[src/hdl/input_step_sequence_queue_defines.svh]
// assertion macros used by the isq_ctrl design file
`ifndef INPUT_STEP_SEQUENCE_QUEUE_DEFINES_SVH
`define INPUT_STEP_SEQUENCE_QUEUE_DEFINES_SVH

// same-cycle implication
`define ISQ_ASSERT_IMP(label, ante, cons, msg) \
  label: assert property (@(posedge clk) disable iff (!rst_n) (ante) |-> (cons)) \
    else $error(msg);

// next-cycle implication
`define ISQ_ASSERT_NXT(label, ante, cons, msg) \
  label: assert property (@(posedge clk) disable iff (!rst_n) (ante) |=> (cons)) \
    else $error(msg);

`endif

[src/hdl/isq_pkg.sv]
package isq_pkg;

  localparam int QUEUE_DEPTH_DEF = 32;
  localparam int MAX_RESULTS     = 32;

  localparam int OP_W    = 2;
  localparam int SEQ_W   = 32;
  localparam int DATA_W  = 64;
  localparam int DT_W    = 20;
  localparam int ACC_W   = 32;
  localparam int DRAIN_W = 6;
  localparam int IDLE_W  = 24;
  localparam int MEM_W   = SEQ_W + DATA_W;
  localparam int APB_AW  = 3;
  localparam int APB_DW  = 32;

  localparam logic [DRAIN_W-1:0] DRAIN_RST = DRAIN_W'(4);
  localparam logic [IDLE_W-1:0]  IDLE_RST  = IDLE_W'(250000);

  localparam logic REG_DRAIN = 1'b0;
  localparam logic REG_IDLE  = 1'b1;

  typedef enum logic [OP_W-1:0] {
    OP_STEP  = 2'd0,
    OP_TICK  = 2'd1,
    OP_CLEAR = 2'd2,
    OP_RSVD  = 2'd3
  } op_t;

  typedef enum logic [2:0] {
    S_IDLE,
    S_EXEC,
    S_READ,
    S_EMIT,
    S_IDLE_STEP
  } state_t;

endpackage

[src/hdl/input_step_sequence_queue.sv]
// Jitter buffer for numbered input steps of one sender.
// Input channel (in_valid/in_ready): one beat is an opcode with its fields:
//   step arrival (queued unless its number is below the expected one),
//   tick (drains up to drain_limit queued steps, clamped to 1..32, or may
//   give one idle step), queue clear. Unused opcode is ignored.
// Result channel (out_valid/out_ready): one beat per applied step or idle
//   step, out_last marks the final beat of a tick.
// Configuration: APB write/read of drain_limit (0x0) and idle_after_us (0x4),
//   pready tied high; user writes only while the block is quiet (unchecked).
// Sequence: an arrival or clear passes through S_EXEC; a tick passes through
//   S_EXEC and then, per drained step, S_READ and S_EMIT (S_IDLE_STEP when
//   it gives an idle step); S_READ is the registered read of the queue memory
//   before each beat, and S_EMIT or S_IDLE_STEP loads the result register.
// One item is processed at a time; in_ready is low until it is finished.
// The result register frees the core as soon as the last beat is loaded.
// If the receiver stalls, the drain holds with the next step read and waits.
// Reset (rst_n, synchronous) empties the queue, clears the expected and last
//   applied numbers and the idle time, and restores the register defaults.
//   Queue memory contents are not cleared; no clearing pass is needed.
module input_step_sequence_queue #(
  parameter int QUEUE_DEPTH = isq_pkg::QUEUE_DEPTH_DEF
) (
  input  logic                          clk,
  input  logic                          rst_n,
  input  logic                          in_valid,
  output logic                          in_ready,
  input  logic [isq_pkg::OP_W-1:0]      in_opcode,
  input  logic [isq_pkg::SEQ_W-1:0]     in_step_seq,
  input  logic [isq_pkg::DATA_W-1:0]    in_step_data,
  input  logic [isq_pkg::DT_W-1:0]      in_tick_dt_us,
  output logic                          out_valid,
  input  logic                          out_ready,
  output logic [isq_pkg::SEQ_W-1:0]     out_seq_number,
  output logic [isq_pkg::DATA_W-1:0]    out_payload_out,
  output logic                          out_idle_step,
  output logic [isq_pkg::DT_W-1:0]      out_idle_dt_us,
  output logic                          out_last,
  input  logic                          cfg_psel,
  input  logic                          cfg_penable,
  input  logic                          cfg_pwrite,
  input  logic [isq_pkg::APB_AW-1:0]    cfg_paddr,
  input  logic [isq_pkg::APB_DW-1:0]    cfg_pwdata,
  output logic [isq_pkg::APB_DW-1:0]    cfg_prdata,
  output logic                          cfg_pready
);
  import isq_pkg::*;

  localparam int AW = $clog2(QUEUE_DEPTH);

  logic [DRAIN_W-1:0] drain_limit_r;
  logic [IDLE_W-1:0]  idle_after_r;
  logic               cfg_wr;

  logic               mem_we;
  logic [AW-1:0]      mem_waddr;
  logic [MEM_W-1:0]   mem_wdata;
  logic               mem_re;
  logic [AW-1:0]      mem_raddr;
  logic [MEM_W-1:0]   mem_rdata;

  assign cfg_pready = 1'b1;
  assign cfg_wr     = cfg_psel && cfg_penable && cfg_pwrite && cfg_pready;

  always_ff @(posedge clk) begin
    if (!rst_n) begin
      drain_limit_r <= DRAIN_RST;
      idle_after_r  <= IDLE_RST;
    end else if (cfg_wr) begin
      unique case (cfg_paddr[2])
        REG_DRAIN: drain_limit_r <= cfg_pwdata[DRAIN_W-1:0];
        REG_IDLE:  idle_after_r  <= cfg_pwdata[IDLE_W-1:0];
      endcase
    end
  end

  always_comb begin
    unique case (cfg_paddr[2])
      REG_DRAIN: cfg_prdata = APB_DW'(drain_limit_r);
      REG_IDLE:  cfg_prdata = APB_DW'(idle_after_r);
    endcase
  end

  isq_ctrl #(
    .QUEUE_DEPTH(QUEUE_DEPTH)
  ) u_ctrl (
    .clk             (clk),
    .rst_n           (rst_n),
    .in_valid        (in_valid),
    .in_ready        (in_ready),
    .in_opcode       (in_opcode),
    .in_step_seq     (in_step_seq),
    .in_step_data    (in_step_data),
    .in_tick_dt_us   (in_tick_dt_us),
    .out_valid       (out_valid),
    .out_ready       (out_ready),
    .out_seq_number  (out_seq_number),
    .out_payload_out (out_payload_out),
    .out_idle_step   (out_idle_step),
    .out_idle_dt_us  (out_idle_dt_us),
    .out_last        (out_last),
    .drain_limit     (drain_limit_r),
    .idle_after_us   (idle_after_r),
    .mem_we          (mem_we),
    .mem_waddr       (mem_waddr),
    .mem_wdata       (mem_wdata),
    .mem_re          (mem_re),
    .mem_raddr       (mem_raddr),
    .mem_rdata       (mem_rdata)
  );

  isq_mem #(
    .DEPTH(QUEUE_DEPTH),
    .WIDTH(MEM_W)
  ) u_mem (
    .clk   (clk),
    .we    (mem_we),
    .waddr (mem_waddr),
    .wdata (mem_wdata),
    .re    (mem_re),
    .raddr (mem_raddr),
    .rdata (mem_rdata)
  );

endmodule

[src/hdl/isq_mem.sv]
module isq_mem #(
  parameter int DEPTH = isq_pkg::QUEUE_DEPTH_DEF,
  parameter int WIDTH = isq_pkg::MEM_W
) (
  input  logic                     clk,
  input  logic                     we,
  input  logic [$clog2(DEPTH)-1:0] waddr,
  input  logic [WIDTH-1:0]         wdata,
  input  logic                     re,
  input  logic [$clog2(DEPTH)-1:0] raddr,
  output logic [WIDTH-1:0]         rdata
);

  logic [WIDTH-1:0] mem [DEPTH];
  logic [WIDTH-1:0] rdata_r;

  always_ff @(posedge clk) begin
    if (we) begin
      mem[waddr] <= wdata;
    end
  end

  always_ff @(posedge clk) begin
    if (re) begin
      rdata_r <= mem[raddr];
    end
  end

  assign rdata = rdata_r;

endmodule

[src/hdl/isq_ctrl.sv]
`include "input_step_sequence_queue_defines.svh"

module isq_ctrl #(
  parameter int QUEUE_DEPTH = isq_pkg::QUEUE_DEPTH_DEF
) (
  input  logic                             clk,
  input  logic                             rst_n,
  input  logic                             in_valid,
  output logic                             in_ready,
  input  logic [isq_pkg::OP_W-1:0]         in_opcode,
  input  logic [isq_pkg::SEQ_W-1:0]        in_step_seq,
  input  logic [isq_pkg::DATA_W-1:0]       in_step_data,
  input  logic [isq_pkg::DT_W-1:0]         in_tick_dt_us,
  output logic                             out_valid,
  input  logic                             out_ready,
  output logic [isq_pkg::SEQ_W-1:0]        out_seq_number,
  output logic [isq_pkg::DATA_W-1:0]       out_payload_out,
  output logic                             out_idle_step,
  output logic [isq_pkg::DT_W-1:0]         out_idle_dt_us,
  output logic                             out_last,
  input  logic [isq_pkg::DRAIN_W-1:0]      drain_limit,
  input  logic [isq_pkg::IDLE_W-1:0]       idle_after_us,
  output logic                             mem_we,
  output logic [$clog2(QUEUE_DEPTH)-1:0]   mem_waddr,
  output logic [isq_pkg::MEM_W-1:0]        mem_wdata,
  output logic                             mem_re,
  output logic [$clog2(QUEUE_DEPTH)-1:0]   mem_raddr,
  input  logic [isq_pkg::MEM_W-1:0]        mem_rdata
);
  import isq_pkg::*;

  localparam int AW = $clog2(QUEUE_DEPTH);
  localparam int CW = $clog2(QUEUE_DEPTH + 1);
  localparam int RW = $clog2(MAX_RESULTS + 1);
  localparam int TW = (CW > RW) ? CW : RW;

  state_t              state_r, state_nxt;
  op_t                 op_r;
  logic [SEQ_W-1:0]    seq_r;
  logic [DATA_W-1:0]   data_r;
  logic [DT_W-1:0]     dt_r;
  logic [AW-1:0]       head_r, tail_r, head_inc, tail_inc;
  logic [CW-1:0]       count_r;
  logic [SEQ_W-1:0]    expected_r;
  logic [SEQ_W-1:0]    last_applied_r;
  logic [ACC_W-1:0]    accum_r, accum_nxt;
  logic [RW-1:0]       rem_r;
  logic [RW-1:0]       lim;
  logic [TW-1:0]       take_w;
  logic [RW-1:0]       take;
  logic [ACC_W:0]      accum_sum;
  logic                dup;
  logic                idle_fire;
  logic                out_free;
  logic                out_load_emit;
  logic                out_load_idle;

  logic                out_valid_r;
  logic [SEQ_W-1:0]    out_seq_r;
  logic [DATA_W-1:0]   out_payload_r;
  logic                out_idle_r;
  logic [DT_W-1:0]     out_dt_r;
  logic                out_last_r;

  assign head_inc = (head_r == AW'(QUEUE_DEPTH - 1)) ? '0 : head_r + AW'(1);
  assign tail_inc = (tail_r == AW'(QUEUE_DEPTH - 1)) ? '0 : tail_r + AW'(1);

  // drain limit clamped to 1..32
  always_comb begin
    if (drain_limit == '0) begin
      lim = RW'(1);
    end else if (RW'(drain_limit) > RW'(MAX_RESULTS)) begin
      lim = RW'(MAX_RESULTS);
    end else begin
      lim = RW'(drain_limit);
    end
  end

  assign take_w = (TW'(count_r) < TW'(lim)) ? TW'(count_r) : TW'(lim);
  assign take   = take_w[RW-1:0];

  assign dup       = seq_r < expected_r;
  assign accum_sum = {1'b0, accum_r} + (ACC_W + 1)'(dt_r);
  assign accum_nxt = accum_sum[ACC_W] ? '1 : accum_sum[ACC_W-1:0];
  assign idle_fire = accum_nxt > ACC_W'(idle_after_us);
  assign out_free  = !out_valid_r || out_ready;

  always_comb begin
    state_nxt = state_r;
    unique case (state_r)
      S_IDLE: begin
        if (in_valid) begin
          state_nxt = S_EXEC;
        end
      end
      S_EXEC: begin
        if (op_r == OP_TICK) begin
          if (take != '0) begin
            state_nxt = S_READ;
          end else if (idle_fire) begin
            state_nxt = S_IDLE_STEP;
          end else begin
            state_nxt = S_IDLE;
          end
        end else begin
          state_nxt = S_IDLE;
        end
      end
      S_READ: begin
        state_nxt = S_EMIT;
      end
      S_EMIT: begin
        if (out_free) begin
          state_nxt = (rem_r == RW'(1)) ? S_IDLE : S_READ;
        end
      end
      S_IDLE_STEP: begin
        if (out_free) begin
          state_nxt = S_IDLE;
        end
      end
    endcase
  end

  always_comb begin
    in_ready      = 1'b0;
    mem_we        = 1'b0;
    mem_re        = 1'b0;
    out_load_emit = 1'b0;
    out_load_idle = 1'b0;
    unique case (state_r)
      S_IDLE:      in_ready = 1'b1;
      S_EXEC:      mem_we = (op_r == OP_STEP) && !dup;
      S_READ:      mem_re = 1'b1;
      S_EMIT:      out_load_emit = out_free;
      S_IDLE_STEP: out_load_idle = out_free;
    endcase
  end

  assign mem_waddr = tail_r;
  assign mem_wdata = {seq_r, data_r};
  assign mem_raddr = head_r;

  always_ff @(posedge clk) begin
    if (!rst_n) begin
      state_r <= S_IDLE;
    end else begin
      state_r <= state_nxt;
    end
  end

  always_ff @(posedge clk) begin
    if (in_valid && in_ready) begin
      op_r   <= op_t'(in_opcode);
      seq_r  <= in_step_seq;
      data_r <= in_step_data;
      dt_r   <= in_tick_dt_us;
    end
  end

  always_ff @(posedge clk) begin
    if (!rst_n) begin
      head_r         <= '0;
      tail_r         <= '0;
      count_r        <= '0;
      expected_r     <= '0;
      last_applied_r <= '0;
      accum_r        <= '0;
      rem_r          <= '0;
    end else begin
      if (state_r == S_EXEC) begin
        unique case (op_r)
          OP_STEP: begin
            if (!dup) begin
              expected_r <= seq_r + SEQ_W'(1);
              tail_r     <= tail_inc;
              // full: the write lands on the oldest entry
              if (count_r == CW'(QUEUE_DEPTH)) begin
                head_r <= head_inc;
              end else begin
                count_r <= count_r + CW'(1);
              end
            end
          end
          OP_TICK: begin
            if (take != '0) begin
              rem_r   <= take;
              accum_r <= '0;
            end else begin
              accum_r <= accum_nxt;
            end
          end
          OP_CLEAR: begin
            count_r <= '0;
            tail_r  <= head_r;
          end
          OP_RSVD: begin
          end
        endcase
      end
      if (out_load_emit) begin
        last_applied_r <= mem_rdata[MEM_W-1:DATA_W];
        head_r         <= head_inc;
        count_r        <= count_r - CW'(1);
        rem_r          <= rem_r - RW'(1);
      end
    end
  end

  always_ff @(posedge clk) begin
    if (!rst_n) begin
      out_valid_r <= 1'b0;
    end else if (out_load_emit || out_load_idle) begin
      out_valid_r <= 1'b1;
    end else if (out_ready) begin
      out_valid_r <= 1'b0;
    end
  end

  always_ff @(posedge clk) begin
    if (out_load_emit) begin
      out_seq_r     <= mem_rdata[MEM_W-1:DATA_W];
      out_payload_r <= mem_rdata[DATA_W-1:0];
      out_idle_r    <= 1'b0;
      out_dt_r      <= '0;
      out_last_r    <= rem_r == RW'(1);
    end else if (out_load_idle) begin
      out_seq_r     <= last_applied_r;
      out_payload_r <= '0;
      out_idle_r    <= 1'b1;
      out_dt_r      <= dt_r;
      out_last_r    <= 1'b1;
    end
  end

  assign out_valid       = out_valid_r;
  assign out_seq_number  = out_seq_r;
  assign out_payload_out = out_payload_r;
  assign out_idle_step   = out_idle_r;
  assign out_idle_dt_us  = out_dt_r;
  assign out_last        = out_last_r;

  `ISQ_ASSERT_IMP(a_count_bound, 1'b1, count_r <= CW'(QUEUE_DEPTH), "queue count above depth")
  `ISQ_ASSERT_IMP(a_rw_clash, mem_we, !mem_re, "queue write and read in one cycle")
  `ISQ_ASSERT_IMP(a_drain_cover, (state_r == S_READ) || (state_r == S_EMIT), (rem_r != '0) && (TW'(rem_r) <= TW'(count_r)), "drain runs past queue contents")
  `ISQ_ASSERT_NXT(a_last_ends, out_load_emit && (rem_r == RW'(1)), state_r == S_IDLE, "tick not closed after last beat")

endmodule
[config.mk]
export PLATFORM = sky130hd
export DESIGN_NAME = input_step_sequence_queue
export DESIGN_NICKNAME = d
export VERILOG_FILES = /design/src/hdl/isq_pkg.sv /design/src/hdl/input_step_sequence_queue.sv /design/src/hdl/isq_mem.sv /design/src/hdl/isq_ctrl.sv
export VERILOG_INCLUDE_DIRS = /design/src /design/src/hdl
export SDC_FILE = /design/constraint.sdc
export NUM_CORES = 2
export LEC_CHECK = 0
export BUFFER_PORTS_ARGS = -buffer_cell sky130_fd_sc_hd__buf_2
export CAP_MARGIN = 40
export CORE_ASPECT_RATIO = 0.8
export CORE_MARGIN = 2
export CORE_UTILIZATION = 33
export DETAILED_ROUTE_END_ITERATION = 8
export PLACE_DENSITY = 0.51
export SYNTH_ARGS = -nofsm -noshare
export SYNTH_HDL_FRONTEND = slang
export SYNTH_SLANG_ARGS = --single-unit
[constraint.sdc]
create_clock -name clk -period 8.3 [get_ports clk]
set_input_delay 1.66 -clock clk [delete_from_list [all_inputs] [get_ports clk]]
set_output_delay 1.66 -clock clk [all_outputs]
set_load 0.1 [all_outputs]
**Word-level counts from Yosys, hierarchy flattened**

Memory sizes are Yosys's and may differ from the RTL's. A register that Yosys moved wholly into a read port is not among the register bits.
Cells that the tools add are included.

- Output and inout port bits: 153
- Register bits: 388
- Memories kept: 1
- Input port bits: 160
- Memory bits (writable): 3072

- Reduce and logical (&&, ||, !) cells: 30
- Muxes and demuxes: 47
- Add/sub/neg operators: 7
- Bitwise logic cells: 2
- Equality and inequality tests: 17
- Order comparisons: 4

Memories:

| memory | words | width | read ports | clocked after Yosys merged registers in | write ports | RTL line | source |
|---|---|---|---|---|---|---|---|
| u_mem.mem | 32 | 96 | 1 | 1 | 1 | isq_mem.sv:14 | `logic [WIDTH-1:0] mem [DEPTH];` |

Operators with widths:

| kind | number |
|---|---|
| $mux 32 | 4 |
| $mux 64 | 2 |
| $mux 6 | 11 |
| $pmux 32 s2 | 1 |
| $mux 5 | 8 |
| $add 32x20->33 | 1 |
| $add 32x1->32 const B | 1 |
| $gt 32x24->1 | 1 |
| $lt 32x32->1 | 1 |
| $mux 3 | 6 |
| $reduce_bool 2->1 | 8 |
| $pmux 3 s5 | 1 |
| $pmux 6 s2 | 1 |
| $reduce_and 3->1 | 4 |
| $sub 6x1->6 const B | 2 |
| $mux 1 | 11 |
| $add 5x1->5 const B | 2 |
| $eq 5x5->1 const B | 2 |
| $pmux 5 s2 | 1 |
| $reduce_and 4->1 | 2 |
| $add 6x1->6 const B | 1 |
| $eq 3x2->1 const B | 2 |
| $eq 6x1->1 const B | 1 |
| $eq 6x6->1 const B | 1 |
| 21 further kinds | 32 |

**Longest topological paths before layout**

- Depth after elaboration: 10
- Mapped depth: 18

**Modules after synthesis**

Synthesis repeated with hierarchy kept, for this count alone.

- Cell total of the unflattened synthesis: 7304
- Area, all modules: 137434.3 sq um

By module, submodules not included:

| module | area an instance (sq um) | cells each | times used |
|---|---|---|---|
| isq_mem | 119453.3 | 5604 | 1 |
| isq_ctrl | 16437.0 | 1535 | 1 |
| input_step_sequence_queue | 1544.0 | 165 | 1 |

**Least setup slack after synthesis**

OpenSTA, ideal clock, no wires.

- Path type: flip-flop to flip-flop
- Start point: reg u_ctrl.state_r[1]
- End point: reg u_mem.rdata_r[0], in the netlist u_mem.rdata[0] (read register of u_mem.mem) (enable)
- Path slack: 27 ps
- Library setup time: 688 ps
- Cell stages (with the launch flop): 3
- Buffers on the path: 1
- Period minus slack after synthesis: 8273 ps
- Arrival: 7585 ps
- Required time: 7612 ps
- Path through: dfxtp_1 -> clkbuf_1 -> nor3b_1

- Longest elaborated chain between the ends: 2

RTL lines:

| element | RTL line | source |
|---|---|---|
| start, declared | isq_ctrl.sv:37 | `state_t state_r, state_nxt;` |
| start signal, assigned | isq_ctrl.sv:148 | `state_r <= state_nxt;` |
| $eq 3x2->1 | isq_ctrl.sv:131 | `unique case (state_r)` |
| $mux 1 | isq_ctrl.sv:131 |  |
| end, declared | isq_mem.sv:15 | `logic [WIDTH-1:0] rdata_r;` |

Every way passes these cells.
A chain may end at the register's enable or synchronous reset.

**Worst setup path in the final report**

- Start point: reg u_ctrl.seq_r[18]
- End point: mem u_mem.mem[14][62] in the netlist's numbering (enable)

- Longest elaborated chain between the ends: 6

RTL lines:

| element | RTL line | source |
|---|---|---|
| start, declared | isq_ctrl.sv:39 | `logic [SEQ_W-1:0] seq_r;` |
| start signal, assigned | isq_ctrl.sv:155 | `seq_r <= in_step_seq;` |
| $lt 32x32->1 | isq_ctrl.sv:82 | `assign dup = seq_r < expected_r;` |
| $logic_not 1->1 | isq_ctrl.sv:133 | `S_EXEC: mem_we = (op_r == OP_STEP) && !dup;` |
| $logic_and 1x1->1 | isq_ctrl.sv:133 |  |
| $mux 1 | isq_ctrl.sv:131 |  |
| $mux 1 | isq_mem.sv:18 | `if (we) begin` |
| $mux 1 (implied by the code) | isq_mem.sv:19 | `mem[waddr] <= wdata;` |
| end, declared | isq_mem.sv:14 |  |

Every way passes these cells.

==> impl_metrics.csv <==
group,metric,value,unit
route,vias_per_cell,5.14,
die,die_h,579,um
critical_path,path_delay_family,"simple AND/OR/NAND/NOR gates",
die,die_area,0.419,mm2
critical_path,cp_slowest_cell,"nor2_4",
logic_synthesis,async_reset_ff_frac,0,
critical_path,path_cells,"buf_4 -> ha_1 -> nand4_1 -> nor4_1 -> a21boi_0 -> or3_1 -> a21o_2 -> buf_4 -> nand2_1 -> nor2_4 -> buf_4",
place,post-place-ws,2.59,ns
timing,post-route-min-period,5.77,ns
layout,area_growth,16.8,%
grt,grt_pass1_vias,66779,
cts,cts_max_level,5,
route,wl,355000,um
route,drt_first_pass_iters,6,
die,die_width,723,um
die,coreArea,0.413,mm2
logic_synthesis,yosysWarnings,0,
status,outcome,"completed",
grt,track_usage,0.167,
die,io_pins,313,
timing,grt_setup_unrepaired,"no",
critical_path,worstPathArrival,6.36,ns
cts,clock-sinks,3556,
logic_synthesis,ys_seq_area_frac,0.769,
logic_synthesis,synth_ff_type,"edfxtp_1",
place,io_buffer_count,293,
grt,grt_antenna_before_repair,31,
timing,hold_violations,0,
cts,cts-resized-gates,0,
pwr,fin_total_pwr,37.4,mW
grt,grt_max_degree,138,
hold_path,hold_class,"flop to flop",
timing,drv_slew,0,
critical_path,cp-end-kind,"flop",
critical_path,cp_common_cell,"buf_4",
place,dpl.hpwl,191000,um
pwr,powerDensity,235,mW/mm2
critical_path,path_buf_inv,3,
layout,fin_util,0.387,
timing,worstMarginPinSlew,1.06,ns
place,routabilityCongestion,0.788,
pwr,p_leak,48.6,nW
cts,clk_latency,0.98,ns
route,ant_nets,0,
timing,fmax,173,MHz
layout,drive_above_1_share,0.308,
route,dr_total_vias,65039,
critical_path,critical-path-max-stage-delay,0.87,ns
critical_path,cp_max_fo,35,
cts,tritoncts,"built",
logic_synthesis,synth_area_leaders,"edfxtp_1 (74%), mux4_2 (16%), dfxtp_1 (2.5%)",
logic_synthesis,netlist_instances,6192,
pwr,ir_drop,188,uV
route,post_drt_wl_per_cell,28.1,um
grt,overflow,0,
cts,clk_pin_slew,0.06,ns
cts,cts_buffers,367,
timing,setup_viol,0,
timing,tns,0,ns
critical_path,path_class,"flop to flop",
logic_synthesis,synth_top_area_frac,0.744,
critical_path,cp.required,8.88,ns
job,max_cap_violations,0,
cts,cts_buffer_depth,4,
timing,fin_ws,2.53,ns
grt,grt_pass1_wl,504000,um
route,first_iter_violations,6424,
timing,fin_crit_sh,0.696,
logic_synthesis,synth_edf_count,3383,
logic_synthesis,ys_ff_latch,3556,
cts,postCtsHoldBufs,0,
cts,cts_setup_buffers,0,
timing,slew_headroom,0.295,
die,num_rows,211,
critical_path,start_kind,"flop",
logic_synthesis,syn_area_per_cell,22.1,um2
logic_synthesis,synth.cell_area,0.137,mm2
layout,layout.nets,7049,
die,initial_utilization,0.331,
logic_synthesis,synth.largest_area_cell,"edfxtp_1",
route,drt_drc_violations_left,0,
logic_synthesis,yosys.cell_types.count,79,
timing,clock_skew,0.0991,ns
cts,clock-root-buffer,"clkbuf_16",
timing,holdWs,0.452,ns
[tightest hold or removal path, delay by kind of cell (launching register included)]
family             cells  cell delay [ns]
and+or+nand+nor        1             0.05
DFF                    1             0.30
AOI/OAI and AO/OA      1             0.05
[cell type report]
class	count	area [um2]
Sequential cell	3556	105000
Clock inverter	207	2010
Timing Repair Buffer	542	5150
Antenna cell	13	32.5
Tap cell	5538	6930
Fill cell	36781	253000
Inverter	75	287
Multi-Input combinational cell	2253	30300
Clock buffer	461	9730
[cells in the mapped netlist (all sizes together), types with 14 or more instances]
cell type and number:
edfxtp 3383, mux2i 14, a21o 26, nand2 279, a211oi 47, xnor2 28, mux4 960, clkbuf 211
a21oi 123, dfxtp 173, and2 92, inv 74, buf 104, xor2 26, mux2 105, nand4 21
nand3 29, ha 93, nor2 149, nor3 22, a22oi 17, o21ai 42, and3 17, o211ai 14
[power by group]
part / switching, mW / leakage, nW / total [mW] / internal, mW
combinational: 0.945 / 11.1 / 1.25 / 0.302
clock: 6.99 / 5.71 / 16.2 / 9.19
sequential: 0.140 / 31.8 / 20.0 / 19.8
[stage by stage]
step	std cells	area, um2
floorplan	6199	137000
global placement	11895	146000
detailed placement	11951	147000
CTS	12619	159000
global route	12634	160000
finish	12645	160000
[registers in the layout (all words and copies together), names as in the netlist, 20 cells and up]
name                    cells
u_ctrl.accum_r             32
u_ctrl.data_r              64
u_ctrl.out_payload_out     64
u_ctrl.last_applied_r      32
u_ctrl.expected_r          32
u_mem.rdata                96
u_ctrl.seq_r               32
u_mem.mem                3072
u_ctrl.out_idle_dt_us      20
u_ctrl.out_seq_number      32
idle_after_r               24
u_ctrl.dt_r                20
[metal layers]
metal,wire (um),vias to the layer above,GRT usage
met1,163000,35533,0.246
met5,61,-,0
met2,166000,1925,0.264
met3,20300,415,0.0240
met4,5830,10,0.0335
li1,-,27156,-
[worst paths after layout]
| path | from | endpoint | slack [ns] | depth (start not counted) |
|---|---|---|---|---|
| max reg2reg | u_ctrl.seq_r[18] | u_mem.mem[14][62] | 2.53 | 11 |
| max | u_ctrl.seq_r[18] | u_mem.mem[14][62] | 2.53 | 11 |
| min reg2reg | u_ctrl.out_idle_dt_us[18] | u_ctrl.out_idle_dt_us[18] | 0.45 | 2 |
| min | u_ctrl.out_idle_dt_us[18] | u_ctrl.out_idle_dt_us[18] | 0.45 | 2 |
[placed cells by master (no fill, tap or decap), types with 41 or more instances in the layout]
cell type  count
clkinv_1      78
nor2_1       116
ha_1          93
inv_1         73
clkbuf_16    377
clkinv_2      60
nand2_1      278
mux4_2       960
a211oi_1      47
buf_12        68
clkbuf_1      81
o21ai_0       41
edfxtp_1    3383
mux2_2       105
and2_1        90
dfxtp_1      168
buf_2        293
a21oi_1      122
buf_4        118
[cell families after synthesis]
group	count (synthesis)	share of synthesized area
mux	1079	0.168
flops	3556	0.769
fa+ha+maj	94	0.00866
compound gates	348	0.0168
buf+inv	390	0.0112
simple gates	669	0.0228
other cells	2	0.0000550
xor+xnor	54	0.00346
Power figures use the tool's default switching activity.
